[config.mk]
export PLATFORM = sky130hd
export DESIGN_NAME = resonant_lowpass_filter_step
export DESIGN_NICKNAME = d
export VERILOG_FILES = /design/src/hdl/rlf_pkg.sv /design/src/hdl/rlf_seq.sv /design/src/hdl/rlf_dp.sv /design/src/hdl/resonant_lowpass_filter_step.sv
export SDC_FILE = /design/constraint.sdc
export NUM_CORES = 2
export LEC_CHECK = 0
export BUFFER_PORTS_ARGS = -buffer_cell sky130_fd_sc_hd__buf_2
export CORE_UTILIZATION = 40
export CTS_CLUSTER_SIZE = 28
export DETAILED_ROUTE_END_ITERATION = 16
export SKIP_LAST_GASP = 1
export SYNTH_ARGS = -nofsm -noshare
export SYNTH_HDL_FRONTEND = slang
export SYNTH_SLANG_ARGS = --single-unit
[constraint.sdc]
create_clock -name clk -period 8.15 [get_ports clk]
set_input_delay 0.815 -clock clk [delete_from_list [all_inputs] [get_ports clk]]
set_output_delay 0.815 -clock clk [all_outputs]
set_load 0.02 [all_outputs]
[src/hdl/rlf_pkg.sv]
// Shared types and constants for the resonant low-pass filter.
// Holds the control word format, the microcode program and the damping table.
// No dependencies.
package rlf_pkg;

  localparam int STEP_W = 4;
  localparam int IN_W = 19;
  localparam int CUT_W = 12;
  localparam int OUT_W = 20;
  localparam int RES_W = 5;
  localparam int GAIN_W = 10;
  localparam int SHIFT_W = 5;
  localparam int DAMP_W = 8;
  localparam int CFG_ADDR_W = 3;
  localparam int CFG_DATA_W = 32;

  localparam logic [CUT_W-1:0] CUT_TOP = 12'hfff;
  localparam logic [GAIN_W-1:0] GAIN_TOP = 10'd512;
  localparam logic [SHIFT_W-1:0] SHIFT_BASE = 5'd24;
  localparam logic [SHIFT_W-1:0] DAMP_SHIFT = 5'd8;
  localparam int OUT_LIM = 262144;
  localparam logic [OUT_W-1:0] OUT_MIN = 20'h80000;
  localparam logic [OUT_W-1:0] OUT_MAX = 20'h7ffff;
  localparam logic [RES_W-1:0] RES_RESET = 5'd4;
  localparam logic [0:0] REG_RESONANCE = 1'b0;

  typedef enum logic [2:0] {
    OP_MUL_DAMP,
    OP_MUL_GAIN,
    OP_SHRC_8,
    OP_SHRF_CUT,
    OP_SHRC_CUT,
    OP_ADD,
    OP_SUB,
    OP_EMIT
  } op_t;

  typedef enum logic [2:0] {A_T, A_E, A_BP, A_LP, A_X} a_sel_t;
  typedef enum logic {B_T, B_LP} b_sel_t;
  typedef enum logic [2:0] {D_NONE, D_T, D_E, D_BP, D_LP} dst_t;
  typedef enum logic {SEQ_NEXT, SEQ_DONE} seq_t;
  typedef enum logic {ST_IDLE, ST_RUN} state_t;

  typedef struct packed {
    op_t op;
    a_sel_t a_sel;
    b_sel_t b_sel;
    dst_t dst;
    seq_t seq;
  } cw_t;

  typedef struct packed {
    logic load;
    logic step;
    cw_t cw;
  } dp_ctrl_t;

  localparam logic [DAMP_W-1:0] DAMP_TAB [32] = '{
    8'd192, 8'd176, 8'd160, 8'd144, 8'd128, 8'd120, 8'd112, 8'd104,
    8'd96, 8'd88, 8'd80, 8'd72, 8'd64, 8'd60, 8'd56, 8'd52,
    8'd48, 8'd44, 8'd40, 8'd36, 8'd32, 8'd30, 8'd28, 8'd26,
    8'd24, 8'd22, 8'd20, 8'd18, 8'd16, 8'd15, 8'd14, 8'd13
  };

  function automatic cw_t ucode(input logic [STEP_W-1:0] pc);
    cw_t w;
    w = '{op: OP_EMIT, a_sel: A_T, b_sel: B_T, dst: D_NONE, seq: SEQ_DONE};
    case (pc)
      4'd0: w = '{op: OP_MUL_DAMP, a_sel: A_BP, b_sel: B_T, dst: D_T, seq: SEQ_NEXT};
      4'd1: w = '{op: OP_SHRC_8, a_sel: A_T, b_sel: B_T, dst: D_T, seq: SEQ_NEXT};
      4'd2: w = '{op: OP_ADD, a_sel: A_T, b_sel: B_T, dst: D_T, seq: SEQ_NEXT};
      4'd3: w = '{op: OP_SUB, a_sel: A_X, b_sel: B_LP, dst: D_E, seq: SEQ_NEXT};
      4'd4: w = '{op: OP_SUB, a_sel: A_E, b_sel: B_T, dst: D_E, seq: SEQ_NEXT};
      4'd5: w = '{op: OP_MUL_GAIN, a_sel: A_E, b_sel: B_T, dst: D_T, seq: SEQ_NEXT};
      4'd6: w = '{op: OP_SHRF_CUT, a_sel: A_T, b_sel: B_T, dst: D_T, seq: SEQ_NEXT};
      4'd7: w = '{op: OP_ADD, a_sel: A_BP, b_sel: B_T, dst: D_BP, seq: SEQ_NEXT};
      4'd8: w = '{op: OP_MUL_GAIN, a_sel: A_BP, b_sel: B_T, dst: D_T, seq: SEQ_NEXT};
      4'd9: w = '{op: OP_SHRC_CUT, a_sel: A_T, b_sel: B_T, dst: D_T, seq: SEQ_NEXT};
      4'd10: w = '{op: OP_ADD, a_sel: A_LP, b_sel: B_T, dst: D_LP, seq: SEQ_NEXT};
      default: w = '{op: OP_EMIT, a_sel: A_T, b_sel: B_T, dst: D_NONE, seq: SEQ_DONE};
    endcase
    return w;
  endfunction

endpackage

[src/hdl/rlf_seq.sv]
// Microcode sequencer: step counter, program fetch and end-of-program wait.
// Depends on rlf_pkg.
module rlf_seq (
  input  logic clk,
  input  logic rst,
  input  logic start,
  input  logic out_free,
  output logic idle,
  output logic emit,
  output rlf_pkg::dp_ctrl_t ctrl
);

  rlf_pkg::state_t state, state_next;
  logic [rlf_pkg::STEP_W-1:0] pc, pc_next;
  rlf_pkg::cw_t cw;

  assign cw = rlf_pkg::ucode(pc);

  always_comb begin
    state_next = state;
    pc_next = pc;
    case (state)
      rlf_pkg::ST_IDLE: begin
        pc_next = '0;
        if (start) state_next = rlf_pkg::ST_RUN;
      end
      rlf_pkg::ST_RUN: begin
        if (cw.seq == rlf_pkg::SEQ_NEXT) begin
          pc_next = pc + 1'b1;
        end else if (out_free) begin
          pc_next = '0;
          state_next = rlf_pkg::ST_IDLE;
        end
      end
      default: begin
        pc_next = '0;
        state_next = rlf_pkg::ST_IDLE;
      end
    endcase
  end

  always_comb begin
    idle = (state == rlf_pkg::ST_IDLE);
    emit = (state == rlf_pkg::ST_RUN) && (cw.seq == rlf_pkg::SEQ_DONE) && out_free;
    ctrl.load = idle && start;
    ctrl.step = (state == rlf_pkg::ST_RUN) && (cw.seq == rlf_pkg::SEQ_NEXT);
    ctrl.cw = cw;
  end

  always_ff @(posedge clk) begin
    if (rst) begin
      state <= rlf_pkg::ST_IDLE;
      pc <= '0;
    end else begin
      state <= state_next;
      pc <= pc_next;
    end
  end

endmodule

[src/hdl/rlf_dp.sv]
// Saturating datapath: one coefficient multiplier, shifter and adder over the filter registers.
// Depends on rlf_pkg; driven by the control word from rlf_seq.
module rlf_dp #(
  parameter int ACC_WIDTH = 32
) (
  input  logic clk,
  input  logic rst,
  input  rlf_pkg::dp_ctrl_t ctrl,
  input  logic signed [rlf_pkg::IN_W-1:0] sample_in,
  input  logic [rlf_pkg::CUT_W-1:0] cutoff_code,
  input  logic [rlf_pkg::RES_W-1:0] resonance,
  output logic [rlf_pkg::OUT_W-1:0] filtered
);

  localparam int PW = ACC_WIDTH + rlf_pkg::GAIN_W + 1;
  localparam logic signed [ACC_WIDTH-1:0] ACC_MAX = {1'b0, {(ACC_WIDTH-1){1'b1}}};
  localparam logic signed [ACC_WIDTH-1:0] ACC_MIN = {1'b1, {(ACC_WIDTH-1){1'b0}}};
  localparam logic signed [ACC_WIDTH-1:0] LIM_HI = ACC_WIDTH'(rlf_pkg::OUT_LIM);
  localparam logic signed [ACC_WIDTH-1:0] LIM_LO = -LIM_HI;

  logic signed [ACC_WIDTH-1:0] t, e, bp, lp, x;
  logic [rlf_pkg::GAIN_W-1:0] gain;
  logic [rlf_pkg::SHIFT_W-1:0] shift;

  logic signed [ACC_WIDTH-1:0] a, b, res;
  logic [rlf_pkg::GAIN_W-1:0] coef;
  logic signed [PW-1:0] a_w, c_w, prod;
  logic signed [ACC_WIDTH-1:0] mul_sat;
  logic signed [ACC_WIDTH:0] sum;
  logic signed [ACC_WIDTH-1:0] sum_sat;
  logic [rlf_pkg::SHIFT_W-1:0] sh_amt;
  logic signed [ACC_WIDTH:0] sh_in, sh_out, mask;
  logic [rlf_pkg::OUT_W-1:0] dbl;

  always_comb begin
    case (ctrl.cw.a_sel)
      rlf_pkg::A_T: a = t;
      rlf_pkg::A_E: a = e;
      rlf_pkg::A_BP: a = bp;
      rlf_pkg::A_LP: a = lp;
      rlf_pkg::A_X: a = x;
      default: a = t;
    endcase
    b = (ctrl.cw.b_sel == rlf_pkg::B_LP) ? lp : t;
  end

  always_comb begin
    coef = (ctrl.cw.op == rlf_pkg::OP_MUL_DAMP)
         ? {2'b00, rlf_pkg::DAMP_TAB[resonance]} : gain;
    a_w = {{(PW-ACC_WIDTH){a[ACC_WIDTH-1]}}, a};
    c_w = {{(PW-rlf_pkg::GAIN_W){1'b0}}, coef};
    prod = a_w * c_w;
    if (&prod[PW-1:ACC_WIDTH-1] || ~|prod[PW-1:ACC_WIDTH-1]) begin
      mul_sat = prod[ACC_WIDTH-1:0];
    end else begin
      mul_sat = prod[PW-1] ? ACC_MIN : ACC_MAX;
    end
  end

  always_comb begin
    if (ctrl.cw.op == rlf_pkg::OP_SUB) begin
      sum = {a[ACC_WIDTH-1], a} - {b[ACC_WIDTH-1], b};
    end else begin
      sum = {a[ACC_WIDTH-1], a} + {b[ACC_WIDTH-1], b};
    end
    if (sum[ACC_WIDTH] != sum[ACC_WIDTH-1]) begin
      sum_sat = sum[ACC_WIDTH] ? ACC_MIN : ACC_MAX;
    end else begin
      sum_sat = sum[ACC_WIDTH-1:0];
    end
  end

  always_comb begin
    sh_amt = (ctrl.cw.op == rlf_pkg::OP_SHRC_8) ? rlf_pkg::DAMP_SHIFT : shift;
    mask = ~({(ACC_WIDTH+1){1'b1}} << sh_amt);
    sh_in = {a[ACC_WIDTH-1], a};
    if (ctrl.cw.op != rlf_pkg::OP_SHRF_CUT) sh_in = sh_in + mask;
    sh_out = sh_in >>> sh_amt;
  end

  always_comb begin
    case (ctrl.cw.op)
      rlf_pkg::OP_MUL_DAMP, rlf_pkg::OP_MUL_GAIN: res = mul_sat;
      rlf_pkg::OP_SHRC_8, rlf_pkg::OP_SHRF_CUT, rlf_pkg::OP_SHRC_CUT:
        res = sh_out[ACC_WIDTH-1:0];
      rlf_pkg::OP_ADD, rlf_pkg::OP_SUB: res = sum_sat;
      default: res = t;
    endcase
  end

  always_comb begin
    dbl = {lp[rlf_pkg::OUT_W-2:0], 1'b0};
    if (lp >= LIM_HI) filtered = rlf_pkg::OUT_MIN;
    else if (lp <= LIM_LO) filtered = rlf_pkg::OUT_MAX;
    else filtered = -dbl;
  end

  always_ff @(posedge clk) begin
    if (ctrl.load) begin
      x <= {{(ACC_WIDTH-rlf_pkg::IN_W){sample_in[rlf_pkg::IN_W-1]}}, sample_in};
      gain <= (cutoff_code == rlf_pkg::CUT_TOP) ? rlf_pkg::GAIN_TOP
            : {2'b01, cutoff_code[7:0]};
      shift <= rlf_pkg::SHIFT_BASE - {1'b0, cutoff_code[rlf_pkg::CUT_W-1:8]};
    end
    if (ctrl.step && ctrl.cw.dst == rlf_pkg::D_T) t <= res;
    if (ctrl.step && ctrl.cw.dst == rlf_pkg::D_E) e <= res;
  end

  always_ff @(posedge clk) begin
    if (rst) begin
      bp <= '0;
      lp <= '0;
    end else if (ctrl.step) begin
      if (ctrl.cw.dst == rlf_pkg::D_BP) bp <= res;
      if (ctrl.cw.dst == rlf_pkg::D_LP) lp <= res;
    end
  end

endmodule

[src/hdl/resonant_lowpass_filter_step.sv]
// Top level of the resonant low-pass filter: register port, output register, sequencer, datapath.
// Depends on rlf_pkg, rlf_seq and rlf_dp.
//
// Usage: each input transfer (in_valid/in_ready) carries one sample and a cutoff code;
// each produces exactly one output transfer (out_valid/out_ready) of the filtered value.
// The block works on one sample at a time: after the input transfer the microcode
// program runs its eleven arithmetic steps through the single shared multiply, shift
// and add unit, then writes the output register. The next sample is taken only after the
// program has finished and the sequencer is back in idle, so the step count of the program
// and a stalled receiver both bound how often samples are taken.
// The output register lets the next sample be taken while a result waits. If the
// receiver stalls, the program holds on its last step until the output register is
// free, and in_ready stays low meanwhile.
// Reset clears both accumulators, empties the output register and sets the resonance
// register to 4. The user must write the resonance register (address 0) through the APB
// port only while no sample is in flight; the block does not enforce it. pready is always high.
module resonant_lowpass_filter_step #(
  parameter int ACC_WIDTH = 32
) (
  input  logic clk,
  input  logic rst,
  input  logic in_valid,
  output logic in_ready,
  input  logic signed [rlf_pkg::IN_W-1:0] sample_in,
  input  logic [rlf_pkg::CUT_W-1:0] cutoff_code,
  output logic out_valid,
  input  logic out_ready,
  output logic signed [rlf_pkg::OUT_W-1:0] filtered_out,
  input  logic psel,
  input  logic penable,
  input  logic pwrite,
  input  logic [rlf_pkg::CFG_ADDR_W-1:0] paddr,
  input  logic [rlf_pkg::CFG_DATA_W-1:0] pwdata,
  output logic [rlf_pkg::CFG_DATA_W-1:0] prdata,
  output logic pready
);

  logic [rlf_pkg::RES_W-1:0] resonance;
  logic start, out_free, idle, emit;
  logic [rlf_pkg::OUT_W-1:0] filtered;
  rlf_pkg::dp_ctrl_t ctrl;

  assign pready = 1'b1;
  assign prdata = (paddr[2] == rlf_pkg::REG_RESONANCE)
                ? {{(rlf_pkg::CFG_DATA_W-rlf_pkg::RES_W){1'b0}}, resonance} : '0;

  always_ff @(posedge clk) begin
    if (rst) begin
      resonance <= rlf_pkg::RES_RESET;
    end else if (psel && penable && pwrite && pready
                 && paddr[2] == rlf_pkg::REG_RESONANCE) begin
      resonance <= pwdata[rlf_pkg::RES_W-1:0];
    end
  end

  assign in_ready = idle;
  assign start = in_valid;
  assign out_free = !out_valid || out_ready;

  rlf_seq u_seq (
    .clk(clk),
    .rst(rst),
    .start(start),
    .out_free(out_free),
    .idle(idle),
    .emit(emit),
    .ctrl(ctrl)
  );

  rlf_dp #(.ACC_WIDTH(ACC_WIDTH)) u_dp (
    .clk(clk),
    .rst(rst),
    .ctrl(ctrl),
    .sample_in(sample_in),
    .cutoff_code(cutoff_code),
    .resonance(resonance),
    .filtered(filtered)
  );

  always_ff @(posedge clk) begin
    if (rst) begin
      out_valid <= 1'b0;
    end else if (emit) begin
      out_valid <= 1'b1;
    end else if (out_ready) begin
      out_valid <= 1'b0;
    end
  end

  always_ff @(posedge clk) begin
    if (emit) filtered_out <= filtered;
  end

  a_emit_slot_free: assert property (@(posedge clk) disable iff (rst)
    emit |-> (!out_valid || out_ready))
    else $error("result written while output register still full");

  a_busy_after_accept: assert property (@(posedge clk) disable iff (rst)
    (in_valid && in_ready) |=> !in_ready)
    else $error("sequencer did not start after input transfer");

  a_emit_shows_result: assert property (@(posedge clk) disable iff (rst)
    emit |=> out_valid)
    else $error("result written but out_valid low");

  a_emit_ends_program: assert property (@(posedge clk) disable iff (rst)
    emit |=> in_ready)
    else $error("sequencer not idle after writing result");

endmodule
==> results_dict.tcl <==
set metrics [dict create \
    ys_types 110 \
    p_per_area_nw_per_um2 170 \
    yosys.area.top_type "fa_1" \
    avgRoutedWirePerCell_um 23.6 \
    grt_overflow 0 \
    syn_inst 3838 \
    cts.reportedPaths.clkPinSlew_ps 60 \
    place_congestion 1.04 \
    worst-setup-path-type "reg -> reg" \
    area_growth_pct 24.6 \
    avgSynthCellArea_sq_um 8.00 \
    p_sw_w 0.00305 \
    grt_pass1_vias 29900 \
    crit_arrival_ps 8560 \
    dp_slack_ps -550 \
    slew_headroom 0.0979 \
    cap_viol_max_count 0 \
    required_ps 8590 \
    p_int_w 0.00344 \
    worst_setup_path_start_kind "register" \
    timing.final.crit_period_ps 8120 \
    synth-edff-count 118 \
    drcViolationCount 0 \
    final_util 0.504 \
    drive_gt1_frac 0.227 \
    met1Wirelength_um 52100 \
    nets 4784 \
    cp-end-kind "register" \
    comb_power_share 0.643 \
    grt_max_degree 59 \
    num_rows 101 \
    viasPerCell 5.89 \
    ys_seq_elements 203 \
    drtIter0Drc 3275 \
    slowest_delay_ps 610 \
    worstMarginPinSlew_ps 1350 \
    fin_worst_skew_ps 58.2 \
    fp.coreArea_sq_um 75900 \
    rsz0062_at_grt "true" \
    synth_top_area_share 0.179 \
    timing.final.ws_setup_ps 31.7 \
    maxSlewViolCount 0 \
    portBuffers 70 \
    highest_layer "met4" \
    ant_nets 0 \
    switching_share 0.470 \
    tns_ps 0 \
    grt_pass1_wl_um 186000 \
    numCtsBuffers 23 \
    netlist_area_sq_um 30700 \
    vdd_drop_max_uv 166 \
    antenna_found_initial 5 \
    hold_viol_final 0 \
    first_pass_iters 6 \
    place_area_sq_um 35600 \
    synth_area_leaders "fa_1, edfxtp_1, ha_1" \
    routed_wl_um 126000 \
    ios 128 \
    status "finished clean" \
    hold_class "in -> reg" \
    cts_tree "built" \
    grt_use_total 0.316 \
    p_leak_nw 16.7 \
    fin_crit_sh 0.996 \
    dr_wl_met2_um 54600 \
    crit_path_top_delay_cell "or4_4" \
    setup_viol 0 \
    p_clk_frac 0.157 \
    crit_path_max_fanout 6 \
    cts_htree_levels 1 \
    yosysWarnings 0 \
    fmax_ghz 0.123 \
    clk_latency_ps 580 \
    numClockSinks 203 \
    fp.dieH_um 279 \
    fillCellCount 7311 \
    die-area_sq_um 77900 \
    vias 31300 \
    dp_hpwl_um 101000 \
    initial_core_util 0.404 \
    die_x_um 279 \
    seq_power_share 0.200 \
    met3_length_um 10800 \
    synth-async-reset-ratio 0 \
    ys_seq_area_frac 0.171 \
    stdcell_area_sq_um 38300 \
    cts-root-buf "clkbuf_16" \
    ys.flop_type "edfxtp_1" \
    clockBufferDepth 3 \
]
## area by class of cell
cell class	count	area (sq um)	share of cell area
clock inverter	12	97.6	0.00255
multi-input combinational	3007	24400	0.639
inverter	414	1570	0.0410
sequential	203	5260	0.137
clock buffer	30	612	0.0160
timing repair buffer	619	5000	0.131
antenna	1	2.50	0.0000654
tap	1030	1290	0.0337
## worst paths after layout
| kind | endpoint | startpoint | cells after the start | slack [ps] |
|---|---|---|---|---|
| setup / recovery | u_dp.bp[8]$_SDFFE_PP0P_ | u_seq.cw[5]$_DFF_P_ | 32 | 30 |
| hold / removal | u_dp.x[8]$_DFFE_PP_ | sample_in[8] | 1 | 430 |
| setup reg to reg | u_dp.bp[8]$_SDFFE_PP0P_ | u_seq.cw[5]$_DFF_P_ | 32 | 30 |
| hold reg to reg | u_dp.bp[31]$_SDFFE_PP0P_ | u_dp.bp[31]$_SDFFE_PP0P_ | 2 | 470 |
## logic make-up after synthesis
| kind of cell | Yosys count | share of synthesized area |
|---|---|---|
| compound gates | 1030 | 0.226 |
| xor+xnor | 131 | 0.0379 |
| fa+ha+maj | 444 | 0.248 |
| buf+inv | 654 | 0.0868 |
| flops | 203 | 0.171 |
| mux | 113 | 0.0396 |
| other cells | 2 | 0.000245 |
| simple gates | 1261 | 0.190 |
## through the flow
step / cells / hold slack (ps) / total power, W
after floorplan: 3864 / 435 / 0.00338
after global placement: 5234 / 447 / 0.00492
after detailed placement: 5234 / 467 / 0.00493
after CTS: 5289 / 415 / 0.00607
after global routing: 5316 / 427 / 0.00678
final: 5316 / 432 / 0.00648
## Yosys cell counts (59+ instances only)
library cell / instances
xnor2_1: 72
o21ai_0: 201
mux2i_1: 99
nor2_1: 410
nand2_1: 386
nor3_1: 94
inv_1: 402
dfxtp_1: 85
edfxtp_1: 118
a21o_1: 59
clkbuf_1: 154
nand3_1: 71
a21oi_1: 268
fa_1: 275
a211oi_1: 76
ha_1: 168
## routing by layer
| layer | GRT usage | vias up |
|---|---|---|
| li1 | - | 14300 |
| met1 | 0.427 | 15200 |
| met2 | 0.489 | 1505 |
| met3 | 0.0485 | 323 |
| met4 | 0.162 | 0 |
| met5 | 0 | - |
## registers in the layout, indices dropped and copies added, names as in the netlist, 4 cells and up
| register | flops |
|---|---|
| u_dp.bp | 32 |
| u_dp.e | 32 |
| u_dp.lp | 32 |
| u_dp.t | 32 |
| filtered_out | 20 |
| u_dp.x | 19 |
| u_dp.gain | 10 |
| u_seq.cw | 10 |
| resonance | 5 |
| u_dp.shift | 5 |
| u_seq.pc | 4 |
## critical path: cells and delay by family (launching register included)
| kind | cells | cell delay (ps) |
|---|---|---|
| AO/OA/AOI/OAI | 7 | 1530 |
| buffers and inverters | 11 | 1530 |
| XOR/XNOR | 1 | 190 |
| AND/OR/NAND/NOR | 7 | 1590 |
| adder cells (fa/ha/maj) | 6 | 2800 |
| flip-flops | 1 | 370 |
## layout by cell type, fill, tap and decap left out, types with 16 or more instances in the layout
cell,n
buf_4,488
nor2_1,396
inv_1,385
nand2_1,375
fa_1,264
a21oi_1,234
o21ai_0,193
ha_1,143
edfxtp_1,118
mux2i_1,97
nor3_1,81
dfxtp_1,80
xnor2_1,70
buf_2,70
nand3_1,69
a211oi_1,66
a21o_1,58
xor2_1,56
o211ai_1,51
nand4_1,44
a31oi_1,35
nor2b_1,34
and2_1,34
or3_1,33
o21a_1,30
buf_12,30
and3_1,28
conb_1,28
a21oi_2,26
clkbuf_16,24
buf_6,24
o31ai_1,23
ha_4,23
nand2b_1,22
inv_2,22
nand3b_1,17
o22ai_1,17
a221o_1,16
## timing repair
item                                    CTS  global route
resized for setup                        80           237
setup buffers                            12            35
cloned                                    1             1
pin swaps                                21           103
endpoints found under the setup margin  122           124
hold buffers                              0             0
## power groups by stage
stage | clock network, W | logic, W | registers [W]
6_report | 0.00102 | 0.00417 | 0.00130
5_1_grt | 0.00106 | 0.00442 | 0.00130
4_1_cts | 0.00103 | 0.00375 | 0.00129
3_5_place_dp | 0 | 0.00362 | 0.00131
3_3_place_gp | 0 | 0.00361 | 0.00131
2_1_floorplan | 0 | 0.00209 | 0.00129
(Power assumes the default switching activity.)
